==> src/rtl/core/rau_pkg.sv <==
// Shared types and constants of the rational arithmetic core.
// No dependencies.
`default_nettype none
package rau_pkg;

    localparam int NUM_WIDTH   = 16;
    localparam int DEN_WIDTH   = NUM_WIDTH - 1;
    localparam int PROD_WIDTH  = 2 * NUM_WIDTH;
    localparam int SUM_WIDTH   = PROD_WIDTH + 1;
    localparam int MAG_WIDTH   = PROD_WIDTH;
    localparam int SHIFT_WIDTH = $clog2(MAG_WIDTH + 1);
    localparam int CNT_WIDTH   = $clog2(MAG_WIDTH);

    localparam int IN_FIELDS_W = 2 * NUM_WIDTH + 2 * DEN_WIDTH;
    localparam int IN_TDATA_W  = ((IN_FIELDS_W + 7) / 8) * 8;

    localparam int RES_NUM_WIDTH = 32;
    localparam int RES_DEN_WIDTH = 31;
    localparam int OUT_TDATA_W   = ((RES_NUM_WIDTH + RES_DEN_WIDTH + 7) / 8) * 8;

    typedef enum logic [1:0] {
        OP_ADD = 2'd0,
        OP_SUB = 2'd1,
        OP_MUL = 2'd2,
        OP_DIV = 2'd3
    } rau_op_t;

    typedef enum logic [1:0] {
        ST_OK       = 2'd0,
        ST_ZERO_DEN = 2'd1,
        ST_DIV_ZERO = 2'd2
    } rau_status_t;

    typedef struct packed {
        rau_op_t                      op;
        logic signed [NUM_WIDTH-1:0]  a_num;
        logic        [DEN_WIDTH-1:0]  a_den;
        logic signed [NUM_WIDTH-1:0]  b_num;
        logic        [DEN_WIDTH-1:0]  b_den;
        rau_status_t                  status;
    } rau_item_t;

endpackage
`default_nettype wire

==> src/rtl/core/rational_arithmetic_unit_core.sv <==
// Top level of the rational arithmetic core: front end, queue, back end.
// Depends on rau_pkg, rau_front, rau_back.
//
//  channel  dir  handshake          payload
//  s_*      in   s_tvalid/s_tready  tdata: a_num, a_den, b_num, b_den; tuser: op
//  m_*      out  m_tvalid/m_tready  tdata: res_num, res_den; tuser: status
//
// Each item passes the pop in S_IDLE, the multiplier states S_MUL0 to S_MUL2,
// the sign state, the binary GCD loop and its closing step, the divider loop
// of S_DIV, then the output state S_OUT.
// Error items go from the pop straight to the output state.
// The back end handles one item at a time; the two-entry queue takes transfers
// while it works until full, and the output register holds a result under stall.
// Reset is asynchronous, active low, and empties queue and output register.
`default_nettype none
module rational_arithmetic_unit_core
    import rau_pkg::*;
(
    input  wire logic                   clk,
    input  wire logic                   rst_n,
    input  wire logic                   s_tvalid,
    output logic                        s_tready,
    // a_num[15:0], a_den[30:16], b_num[46:31], b_den[61:47], zero pad
    input  wire logic [IN_TDATA_W-1:0]  s_tdata,
    // op[1:0]
    input  wire logic [1:0]             s_tuser,
    output logic                        m_tvalid,
    input  wire logic                   m_tready,
    // res_num[31:0], res_den[62:32], zero pad
    output logic [OUT_TDATA_W-1:0]      m_tdata,
    // status[1:0]
    output logic [1:0]                  m_tuser
);

    logic      item_valid;
    logic      item_pop;
    rau_item_t item;

    // Accept and classify; queue decouples from the arithmetic.
    rau_front u_front (
        .clk        (clk),
        .rst_n      (rst_n),
        .s_tvalid   (s_tvalid),
        .s_tready   (s_tready),
        .s_tdata    (s_tdata),
        .s_tuser    (s_tuser),
        .item_valid (item_valid),
        .item       (item),
        .item_pop   (item_pop)
    );

    // Cross-multiply, reduce by GCD, register the result transfer.
    rau_back u_back (
        .clk        (clk),
        .rst_n      (rst_n),
        .item_valid (item_valid),
        .item       (item),
        .item_pop   (item_pop),
        .m_tvalid   (m_tvalid),
        .m_tready   (m_tready),
        .m_tdata    (m_tdata),
        .m_tuser    (m_tuser)
    );

endmodule
`default_nettype wire

==> src/rtl/core/rau_front.sv <==
// Front end: accepts input transfers, classifies errors, holds a two-entry queue.
// Depends on rau_pkg.
`default_nettype none
module rau_front
    import rau_pkg::*;
(
    input  wire logic                  clk,
    input  wire logic                  rst_n,
    input  wire logic                  s_tvalid,
    output logic                       s_tready,
    input  wire logic [IN_TDATA_W-1:0] s_tdata,
    input  wire logic [1:0]            s_tuser,
    output logic                       item_valid,
    output rau_item_t                  item,
    input  wire logic                  item_pop
);

    rau_item_t  fifo_mem [2];
    logic       wr_ptr_reg, wr_ptr_next;
    logic       rd_ptr_reg, rd_ptr_next;
    logic [1:0] count_reg, count_next;
    rau_item_t  in_item;
    logic       push, pop;

    always_comb
    begin
        in_item.op    = rau_op_t'(s_tuser);
        in_item.a_num = s_tdata[NUM_WIDTH-1:0];
        in_item.a_den = s_tdata[NUM_WIDTH+DEN_WIDTH-1:NUM_WIDTH];
        in_item.b_num = s_tdata[2*NUM_WIDTH+DEN_WIDTH-1:NUM_WIDTH+DEN_WIDTH];
        in_item.b_den = s_tdata[IN_FIELDS_W-1:2*NUM_WIDTH+DEN_WIDTH];
        if (in_item.a_den == '0 || in_item.b_den == '0)
        begin
            in_item.status = ST_ZERO_DEN;
        end
        else if (in_item.op == OP_DIV && in_item.b_num == '0)
        begin
            in_item.status = ST_DIV_ZERO;
        end
        else
        begin
            in_item.status = ST_OK;
        end
    end

    assign s_tready   = (count_reg != 2'd2);
    assign item_valid = (count_reg != 2'd0);
    assign item       = fifo_mem[rd_ptr_reg];
    assign push       = s_tvalid && s_tready;
    assign pop        = item_pop && item_valid;

    always_comb
    begin
        wr_ptr_next = push ? ~wr_ptr_reg : wr_ptr_reg;
        rd_ptr_next = pop ? ~rd_ptr_reg : rd_ptr_reg;
        count_next  = count_reg + 2'(push) - 2'(pop);
    end

    always_ff @(posedge clk)
    begin
        if (push)
        begin
            fifo_mem[wr_ptr_reg] <= in_item;
        end
    end

    always_ff @(posedge clk or negedge rst_n)
    begin
        if (!rst_n)
        begin
            wr_ptr_reg <= 1'b0;
            rd_ptr_reg <= 1'b0;
            count_reg  <= 2'd0;
        end
        else
        begin
            wr_ptr_reg <= wr_ptr_next;
            rd_ptr_reg <= rd_ptr_next;
            count_reg  <= count_next;
        end
    end

endmodule
`default_nettype wire

==> src/rtl/core/rau_back.sv <==
// Back end: shared multiplier, binary GCD, bit-serial dividers, output register.
// Depends on rau_pkg.
`default_nettype none
module rau_back
    import rau_pkg::*;
(
    input  wire logic                   clk,
    input  wire logic                   rst_n,
    input  wire logic                   item_valid,
    input  wire rau_item_t              item,
    output logic                        item_pop,
    output logic                        m_tvalid,
    input  wire logic                   m_tready,
    output logic [OUT_TDATA_W-1:0]      m_tdata,
    output logic [1:0]                  m_tuser
);

    typedef enum logic [7:0] {
        S_IDLE = 8'b0000_0001,
        S_MUL0 = 8'b0000_0010,
        S_MUL1 = 8'b0000_0100,
        S_MUL2 = 8'b0000_1000,
        S_SIGN = 8'b0001_0000,
        S_GCD  = 8'b0010_0000,
        S_DIV  = 8'b0100_0000,
        S_OUT  = 8'b1000_0000
    } state_t;

    state_t                      state_reg, state_next;
    logic                        m_valid_reg, m_valid_next;
    rau_item_t                   cur_reg;
    logic signed [PROD_WIDTH-1:0] p0_reg, p1_reg, p2_reg;
    logic                        neg_reg;
    logic [MAG_WIDTH-1:0]        nm_reg, dm_reg, u_reg, v_reg, g_reg;
    logic [SHIFT_WIDTH-1:0]      k_reg;
    logic [MAG_WIDTH:0]          rn_reg, rd_reg;
    logic [MAG_WIDTH-1:0]        qn_reg, qd_reg;
    logic [CNT_WIDTH-1:0]        cnt_reg;
    logic [OUT_TDATA_W-1:0]      tdata_reg;
    logic [1:0]                  tuser_reg;

    logic signed [NUM_WIDTH-1:0]  mul_x, mul_y;
    logic signed [PROD_WIDTH-1:0] prod;
    logic signed [NUM_WIDTH-1:0]  ad_s, bd_s;
    logic signed [SUM_WIDTH-1:0]  n_sum, d_ext;
    logic [MAG_WIDTH:0]           rn_sh, rd_sh;
    logic                         gcd_done, load_out;
    logic signed [MAG_WIDTH:0]    num_s;
    logic                         neg_final;

    assign ad_s = $signed({1'b0, cur_reg.a_den});
    assign bd_s = $signed({1'b0, cur_reg.b_den});

    // One multiplier, operands picked by step and operation.
    always_comb
    begin
        mul_x = cur_reg.a_num;
        mul_y = bd_s;
        unique case (1'b1)
            state_reg[2]:
            begin
                mul_x = (cur_reg.op == OP_ADD || cur_reg.op == OP_SUB) ? cur_reg.b_num : '0;
                mul_y = ad_s;
            end
            state_reg[3]:
            begin
                mul_x = ad_s;
                mul_y = (cur_reg.op == OP_DIV) ? cur_reg.b_num : bd_s;
            end
            default:
            begin
                mul_x = cur_reg.a_num;
                mul_y = (cur_reg.op == OP_MUL) ? cur_reg.b_num : bd_s;
            end
        endcase
    end
    assign prod = mul_x * mul_y;

    always_comb
    begin
        if (cur_reg.op == OP_SUB)
        begin
            n_sum = SUM_WIDTH'(p0_reg) - SUM_WIDTH'(p1_reg);
        end
        else
        begin
            n_sum = SUM_WIDTH'(p0_reg) + SUM_WIDTH'(p1_reg);
        end
        d_ext = SUM_WIDTH'(p2_reg);
    end

    assign gcd_done = (u_reg == '0) || (v_reg == '0);
    assign rn_sh    = {rn_reg[MAG_WIDTH-1:0], qn_reg[MAG_WIDTH-1]};
    assign rd_sh    = {rd_reg[MAG_WIDTH-1:0], qd_reg[MAG_WIDTH-1]};
    assign load_out = state_reg[7] && (!m_valid_reg || m_tready);
    assign item_pop = state_reg[0] && item_valid;

    assign neg_final = neg_reg && (qn_reg != '0);
    assign num_s     = neg_final ? -$signed({1'b0, qn_reg}) : $signed({1'b0, qn_reg});

    always_comb
    begin
        state_next = state_reg;
        unique case (state_reg)
            S_IDLE: if (item_valid) state_next = (item.status == ST_OK) ? S_MUL0 : S_OUT;
            S_MUL0: state_next = S_MUL1;
            S_MUL1: state_next = S_MUL2;
            S_MUL2: state_next = S_SIGN;
            S_SIGN: state_next = S_GCD;
            S_GCD:  if (gcd_done) state_next = S_DIV;
            S_DIV:  if (cnt_reg == CNT_WIDTH'(MAG_WIDTH - 1)) state_next = S_OUT;
            S_OUT:  if (load_out) state_next = S_IDLE;
            default: state_next = S_IDLE;
        endcase
    end

    always_comb
    begin
        m_valid_next = m_valid_reg;
        if (load_out)
        begin
            m_valid_next = 1'b1;
        end
        else if (m_tready)
        begin
            m_valid_next = 1'b0;
        end
    end

    always_ff @(posedge clk)
    begin
        if (item_pop)
        begin
            cur_reg <= item;
            qn_reg  <= '0;
            qd_reg  <= '0;
            neg_reg <= 1'b0;
        end
        if (state_reg[1]) p0_reg <= prod;
        if (state_reg[2]) p1_reg <= prod;
        if (state_reg[3]) p2_reg <= prod;
        if (state_reg[4])
        begin
            neg_reg <= n_sum[SUM_WIDTH-1] ^ d_ext[SUM_WIDTH-1];
            nm_reg  <= MAG_WIDTH'(n_sum[SUM_WIDTH-1] ? -n_sum : n_sum);
            dm_reg  <= MAG_WIDTH'(d_ext[SUM_WIDTH-1] ? -d_ext : d_ext);
            u_reg   <= MAG_WIDTH'(n_sum[SUM_WIDTH-1] ? -n_sum : n_sum);
            v_reg   <= MAG_WIDTH'(d_ext[SUM_WIDTH-1] ? -d_ext : d_ext);
            k_reg   <= '0;
        end
        // Binary GCD, one step a cycle.
        if (state_reg[5])
        begin
            if (gcd_done)
            begin
                g_reg   <= MAG_WIDTH'((u_reg | v_reg) << k_reg);
                rn_reg  <= '0;
                rd_reg  <= '0;
                qn_reg  <= nm_reg;
                qd_reg  <= dm_reg;
                cnt_reg <= '0;
            end
            else if (!u_reg[0] && !v_reg[0])
            begin
                u_reg <= u_reg >> 1;
                v_reg <= v_reg >> 1;
                k_reg <= k_reg + 1'b1;
            end
            else if (!u_reg[0])
            begin
                u_reg <= u_reg >> 1;
            end
            else if (!v_reg[0])
            begin
                v_reg <= v_reg >> 1;
            end
            else if (u_reg >= v_reg)
            begin
                u_reg <= u_reg - v_reg;
            end
            else
            begin
                v_reg <= v_reg - u_reg;
            end
        end
        // Two restoring dividers by the GCD, one quotient bit a cycle.
        if (state_reg[6])
        begin
            cnt_reg <= cnt_reg + 1'b1;
            if (rn_sh >= {1'b0, g_reg})
            begin
                rn_reg <= rn_sh - {1'b0, g_reg};
                qn_reg <= {qn_reg[MAG_WIDTH-2:0], 1'b1};
            end
            else
            begin
                rn_reg <= rn_sh;
                qn_reg <= {qn_reg[MAG_WIDTH-2:0], 1'b0};
            end
            if (rd_sh >= {1'b0, g_reg})
            begin
                rd_reg <= rd_sh - {1'b0, g_reg};
                qd_reg <= {qd_reg[MAG_WIDTH-2:0], 1'b1};
            end
            else
            begin
                rd_reg <= rd_sh;
                qd_reg <= {qd_reg[MAG_WIDTH-2:0], 1'b0};
            end
        end
        if (load_out)
        begin
            tdata_reg <= OUT_TDATA_W'({RES_DEN_WIDTH'(qd_reg), RES_NUM_WIDTH'(num_s)});
            tuser_reg <= cur_reg.status;
        end
    end

    always_ff @(posedge clk or negedge rst_n)
    begin
        if (!rst_n)
        begin
            state_reg   <= S_IDLE;
            m_valid_reg <= 1'b0;
        end
        else
        begin
            state_reg   <= state_next;
            m_valid_reg <= m_valid_next;
        end
    end

    assign m_tvalid = m_valid_reg;
    assign m_tdata  = tdata_reg;
    assign m_tuser  = tuser_reg;

endmodule
`default_nettype wire

==> config.mk <==
export PLATFORM = sky130hd
export DESIGN_NAME = rational_arithmetic_unit_core
export DESIGN_NICKNAME = d
export VERILOG_FILES = /design/src/rtl/core/rau_pkg.sv /design/src/rtl/core/rational_arithmetic_unit_core.sv /design/src/rtl/core/rau_front.sv /design/src/rtl/core/rau_back.sv
export SDC_FILE = /design/constraint.sdc
export NUM_CORES = 2
export LEC_CHECK = 0
export CAP_MARGIN = 5
export CORE_ASPECT_RATIO = 0.6
export CORE_UTILIZATION = 40
export CTS_BUF_LIST = sky130_fd_sc_hd__clkbuf_4 sky130_fd_sc_hd__clkbuf_8
export CTS_CLUSTER_DIAMETER = 50
export DETAILED_ROUTE_END_ITERATION = 7
export DONT_BUFFER_PORTS = 1
export PLACE_DENSITY_LB_ADDON = 0.2
export SLEW_MARGIN = 25
export SYNTH_ARGS = -nofsm -noshare
export SYNTH_HDL_FRONTEND = slang
export SYNTH_SLANG_ARGS = --single-unit
==> constraint.sdc <==
create_clock -name clk -period 26.5 [get_ports clk]
set_input_delay 2.65 -clock clk [delete_from_list [all_inputs] [get_ports clk]]
set_output_delay 2.65 -clock clk [all_outputs]
set_load 0.005 [all_outputs]
After elaboration in Yosys (flattened, before gate mapping)

Memories as Yosys holds them, arrays and structs flattened.
Cells that the tools add are included.

Add/subtract/negate cells: 13
Multipliers: 1
Order comparisons: 3
Equality and inequality tests: 18
Shift operators: 1
Mux-type cells: 60
Bitwise gates (word level): 4
Reductions and logical operators: 30

Operators with widths:

| cell                                                 | number |
|---|---|
| two-way mux 32 bit                                   | 31 |
| subtractor 32 bit                                    | 4 |
| negation 32 bit                                      | 3 |
| >= comparator 33 x 32 -> 1 bit                       | 2 |
| logical NOT 32 bit                                   | 2 |
| one-hot mux 16 bit (2 select lines)                  | 2 |
| one-hot mux 8 bit (8 select lines)                   | 1 |
| two-way mux 16 bit                                   | 3 |
| two-way mux 8 bit                                    | 5 |
| adder 32 x 32 -> 33 bit                              | 1 |
| two-way mux 33 bit                                   | 1 |
| subtractor 32 x 32 -> 33 bit                         | 1 |
| >= comparator 32 bit                                 | 1 |
| multiplier 16 x 16 -> 32 bit                         | 1 |
| bitwise OR 32 bit                                    | 1 |
| nonzero test 32 bit                                  | 1 |
| left shift 32 x 6 -> 32 bit                          | 1 |
| logical NOT 15 bit                                   | 2 |
| two-way mux 6 bit                                    | 4 |
| logical NOT 16 bit                                   | 1 |
| two-way mux 5 bit                                    | 3 |
| nonzero test 2 bit                                   | 5 |
| equality test 8 x 1 -> 1 bit (second input constant) | 1 |
| equality test 8 x 2 -> 1 bit (second input constant) | 1 |
| 25 further kinds                                     | 52 |

Register bits after elaboration: 540
RAM bits: 132
Input port bits: 70
Output and inout port bits: 68
Word-level logic and storage cells: 159
Memories kept: 1

Memory list:

| memory           | depth | bits a word | rd ports | clocked after Yosys merged registers in | wr ports | line            | text |
|---|---|---|---|---|---|---|---|
| u_front.fifo_mem | 2     | 66          | 1        | 0                                       | 1        | rau_front.sv:18 | `rau_item_t fifo_mem [2];` |

Logic depth before layout (Yosys ltp)

Depth after elaboration: 11
Gate-level depth with buffers: 32
Gate-level depth less buffers: 29

Hierarchy

A second synthesis with hierarchy kept.

Cells, all modules: 4789
Area total of the unflattened synthesis: 48173.7 µm²

By module, submodules not included:

| module    | times used | cells an instance | area each (µm²) |
|---|---|---|---|
| rau_back  | 1          | 4544              | 42965.0 |
| rau_front | 1          | 245               | 5208.7 |

Least setup slack after synthesis

Ideal clock, no wire load.

Path type: reg-to-reg
Start: reg u_back.state_reg[2]
End: reg u_back.p0_reg[31] (data pin)
Library setup time: 0.269 ns
Arrival: 8.022 ns
Slack: 18.209 ns
Cell stages (with the launch flop): 31
Period minus slack after synthesis: 8.291 ns
Cell sequence: dfrtp_1 > clkbuf_1 > or2_2 > clkbuf_1 > nor2_1 > a221oi_1 > clkbuf_1 > nor2_1 > fa_1 > inv_1 > fa_1 > fa_1 > inv_1 > fa_1 > fa_1 > inv_1 > fa_1 > inv_1 > ha_1 > clkbuf_1 > a21o_1 > a21o_1 > a21oi_1 > nor2b_1 > a211o_1 > a31o_2 > a211oi_1 > nor4_1 > o31a_1 > nor2_1 > xnor2_1

Word-level cells in the longest chain between the ends: 2
Elaborated cells between the ends (all ways): 3
Classes of those cells: mul: 1; mux: 2

RTL lines:

| item                                | line            | text |
|---|---|---|
| start, declared                     | rau_back.sv:29  | `state_t state_reg, state_next;` |
| start signal, assigned              | rau_back.sv:227 | `state_reg <= state_next;` |
| one-hot mux 16 bit (2 select lines) | rau_back.sv:59  | `unique case (1'b1)` |
| multiplier 16 x 16 -> 32 bit (*)    | rau_back.sv:77  | `assign prod = mul_x * mul_y;` |
| via u_back.prod[31]                 | rau_back.sv:43  | `logic signed [PROD_WIDTH-1:0] prod;` |
| end signal, assigned                | rau_back.sv:139 | `if (state_reg[1]) p0_reg <= prod;` |
| end, declared                       | rau_back.sv:32  | `logic signed [PROD_WIDTH-1:0] p0_reg, p1_reg, p2_reg;` |

The timed path passes the listed nets; every way through them passes the cells marked *.
A chain may end at the register's enable or synchronous reset.

Worst setup path after layout

Start: reg u_back.state_reg[3]
End: reg u_back.p2_reg[30] (data pin)

Word-level cells in the longest chain between the ends: 2
Elaborated cells between the ends (all ways): 3
Classes of those cells: mul: 1; mux: 2

RTL lines:

| item                                | line            | text |
|---|---|---|
| one-hot mux 16 bit (2 select lines) | rau_back.sv:59  |  |
| multiplier 16 x 16 -> 32 bit (*)    | rau_back.sv:77  |  |
| via u_back.prod[30]                 | rau_back.sv:43  |  |
| end signal, assigned                | rau_back.sv:141 | `if (state_reg[3]) p2_reg <= prod;` |
| end, declared                       | rau_back.sv:32  |  |

Marked as above.

==> flow_metrics.tcl <==
set metrics [dict create \
    largest_reg_flops 132 \
    wl_mm 162 \
    cts_inserted_buffers 108 \
    status "finished, final reports clean" \
    dr.pass1.iters 6 \
    hpwl_mm 127 \
    synth_fa_ha_area_frac 0.182 \
    hold_viol 0 \
    routedWlPerCell_um 24.9 \
    insertion_delay_ps 840 \
    fmax_mhz 105 \
    htreeDepth 3 \
    synthCells 4850 \
    io_buffers 0 \
    maxSlewViolCount 0 \
    worstSetupEndpointType "flip-flop" \
    post-route-util 0.442 \
    cp-start-kind "flip-flop" \
    ys_ff_latch 672 \
    die-width_um 452 \
    ys.warnings.count 0 \
    period_minus_slack_ps 9480 \
    hold_path.class "reg -> reg" \
    crit_top_cell "fa_1" \
    grt_pass1_vias 35100 \
    clk_pin_slew_ps 60 \
    final_cell_mix "edfxtp_1, inv_1, nor2_1" \
    num-nets-final 5426 \
    drt_iter0_drc 4852 \
    ctsRootBufferMaster "clkbuf_8" \
    netlist_area_um2 48700 \
    ant_nets 0 \
    whs_ps 440 \
    muxShareOfSynthArea 0.0541 \
    gp_congestion 0.999 \
    global_route.overflow_total 0 \
    ys.flop_type "edfxtp_1" \
    die_h_um 272 \
    cts_hold_buffers 0 \
    worstPathArrival_ps 10060 \
    seq_area_frac_synth 0.386 \
    layout_commonest_cell "edfxtp_1" \
    cts_tree "yes" \
    pin_count 138 \
    clock_skew_ps 52.1 \
    synth.avg_cell_area_um2 10.0 \
    setup_viol 0 \
    final.setup.worst_slack_ps 17020 \
    slew_headroom 0.254 \
    path_buf_inv 5 \
    synthArstFlopShare 0.0193 \
    num_vias 37900 \
    layout-drive-gt1-share 0.0886 \
    required_ps 27080 \
    start_util 0.406 \
    num_rows 98 \
    dpl_worst_slack_ps 17200 \
    fin_tns_setup_ps 0 \
    core_area_um2 120000 \
    clk_path_buf_depth 3 \
    cts-resized-gates 0 \
    track_usage 0.261 \
    drv_cap 0 \
    critPathSlowestCell "o221ai_1" \
    synthXorXnorAreaFrac 0.0532 \
    cp_cell_sequence "buf_4 -> inv_1 -> o221ai_1 -> nand2_1 -> fa_1 -> fa_1 -> fa_1 -> inv_1 -> fa_1 -> fa_1 -> inv_1 -> fa_1 -> inv_1 -> ha_1 -> o21a_1 -> nand3_1 -> o31ai_1 -> a21oi_1 -> a21oi_1 -> a41oi_1 -> a221o_1 -> o21ai_0 -> a21oi_1 -> xnor2_1" \
    postCtsSetupBuffers 0 \
    worst_pin_slew_ps 1110 \
    area_growth_pct 8.80 \
    avgViaCountPerCell 5.84 \
    worst-setup-path-type "reg -> reg" \
    dieArea_um2 123000 \
    rsz0062_at_grt "no" \
    synth_compound_area_frac 0.140 \
    synth_top_family_by_area "adder cells" \
    antenna_found_initial 19 \
    synth_fp_nets 5469 \
    slowest_delay_ps 1040 \
    drc 0 \
    period_share 0.358 \
    synth.distinct_cells 101 \
    numClockSinks 672 \
    grt_max_degree 115 \
    path_max_fanout 56 \
    path_delay_family "compound AO/OA/AOI/OAI gates" \
    synth_edf_count 525 \
    grt_pass1_wl_mm 239 \
    yosys.area_share.simple 0.128 \
]
## per-layer routing
layer  vias to the layer above  part of all wire  track usage
li1                      17000                 -            -
met1                     18800              0.52        0.448
met2                      1958              0.33        0.290
met3                       135              0.14        0.101
met4                         4             0.011       0.0390
met5                         -           0.00013            0
## synthesized netlist by cell type (all sizes together) (19+ instances only)
| master | count | area share |
|---|---|---|
| or2 | 19 | 0.0025 |
| o21bai | 36 | 0.0055 |
| o22ai | 25 | 0.0032 |
| a211oi | 53 | 0.0083 |
| or3 | 22 | 0.0028 |
| o21ai | 225 | 0.023 |
| nor2 | 433 | 0.033 |
| xnor2 | 238 | 0.043 |
| clkbuf | 180 | 0.014 |
| mux2i | 128 | 0.026 |
| nand2 | 417 | 0.032 |
| nor2b | 37 | 0.0048 |
| and2 | 38 | 0.0049 |
| a21o | 61 | 0.0094 |
| o31ai | 50 | 0.0077 |
| a221oi | 19 | 0.0035 |
| a221o | 26 | 0.0053 |
| nand4 | 28 | 0.0036 |
| buf | 29 | 0.0034 |
| and3 | 81 | 0.011 |
| xor2 | 58 | 0.010 |
| nand3 | 59 | 0.0061 |
| or4 | 21 | 0.0035 |
| edfxtp | 525 | 0.32 |
| a22oi | 31 | 0.0048 |
| nand2b | 41 | 0.0053 |
| a21oi | 285 | 0.029 |
| a31oi | 20 | 0.0026 |
| nor3 | 69 | 0.0071 |
| ha | 282 | 0.072 |
| mux2 | 88 | 0.020 |
| nor4 | 51 | 0.0067 |
| fa | 267 | 0.11 |
| inv | 510 | 0.039 |
| dfxtp | 134 | 0.055 |
| o21a | 26 | 0.0040 |
## area by class of cell
class / instances / area [um2]
Antenna cell: 4 / 10.0
Fill cell: 11500 / 66900
Inverter: 515 / 1940
Sequential cell: 672 / 18800
Clock inverter: 53 / 657
Multi-Input combinational cell: 3454 / 27300
Tap cell: 1600 / 2000
Clock buffer: 146 / 1840
Timing Repair Buffer: 56 / 433
## cell families (layout without fill, tap and decap cells)
group / count (synthesis) / count (layout)
fa+ha+maj: 549 / 549
simple gates: 1346 / 1346
flops: 672 / 672
other cells: 1 / 5
compound gates: 1030 / 1030
mux: 232 / 232
xor+xnor: 296 / 296
buf+inv: 724 / 770
## through the flow
step | cell area, um2 | cells
6_report | 53000 | 6500
3_5_place_dp | 50500 | 6297
4_1_cts | 53000 | 6496
3_3_place_gp | 50400 | 6297
2_1_floorplan | 48700 | 4850
5_1_grt | 53000 | 6497
## worst paths after layout
check	from	end	slack, ps	cells past startpoint
min reg2reg	u_back.k_reg[0]$_DFF_P_	u_back.k_reg[0]$_DFF_P_	440	1
min in group asynchronous	rst_n	u_back.m_tvalid$_DFFE_PN0P_	1520	0
max	u_back.state_reg[3]$_DFFE_PN0P_	u_back.p2_reg[30]$_DFFE_PP_	17020	24
max reg2reg	u_back.state_reg[3]$_DFFE_PN0P_	u_back.p2_reg[30]$_DFFE_PP_	17020	24
min	u_back.k_reg[0]$_DFF_P_	u_back.k_reg[0]$_DFF_P_	440	1
max in group asynchronous	rst_n	u_back.state_reg[0]$_DFFE_PN1P_	24810	0
Power is not shown: default switching activity piles up to over one toggle a cycle in this logic, so the estimate is an artifact.
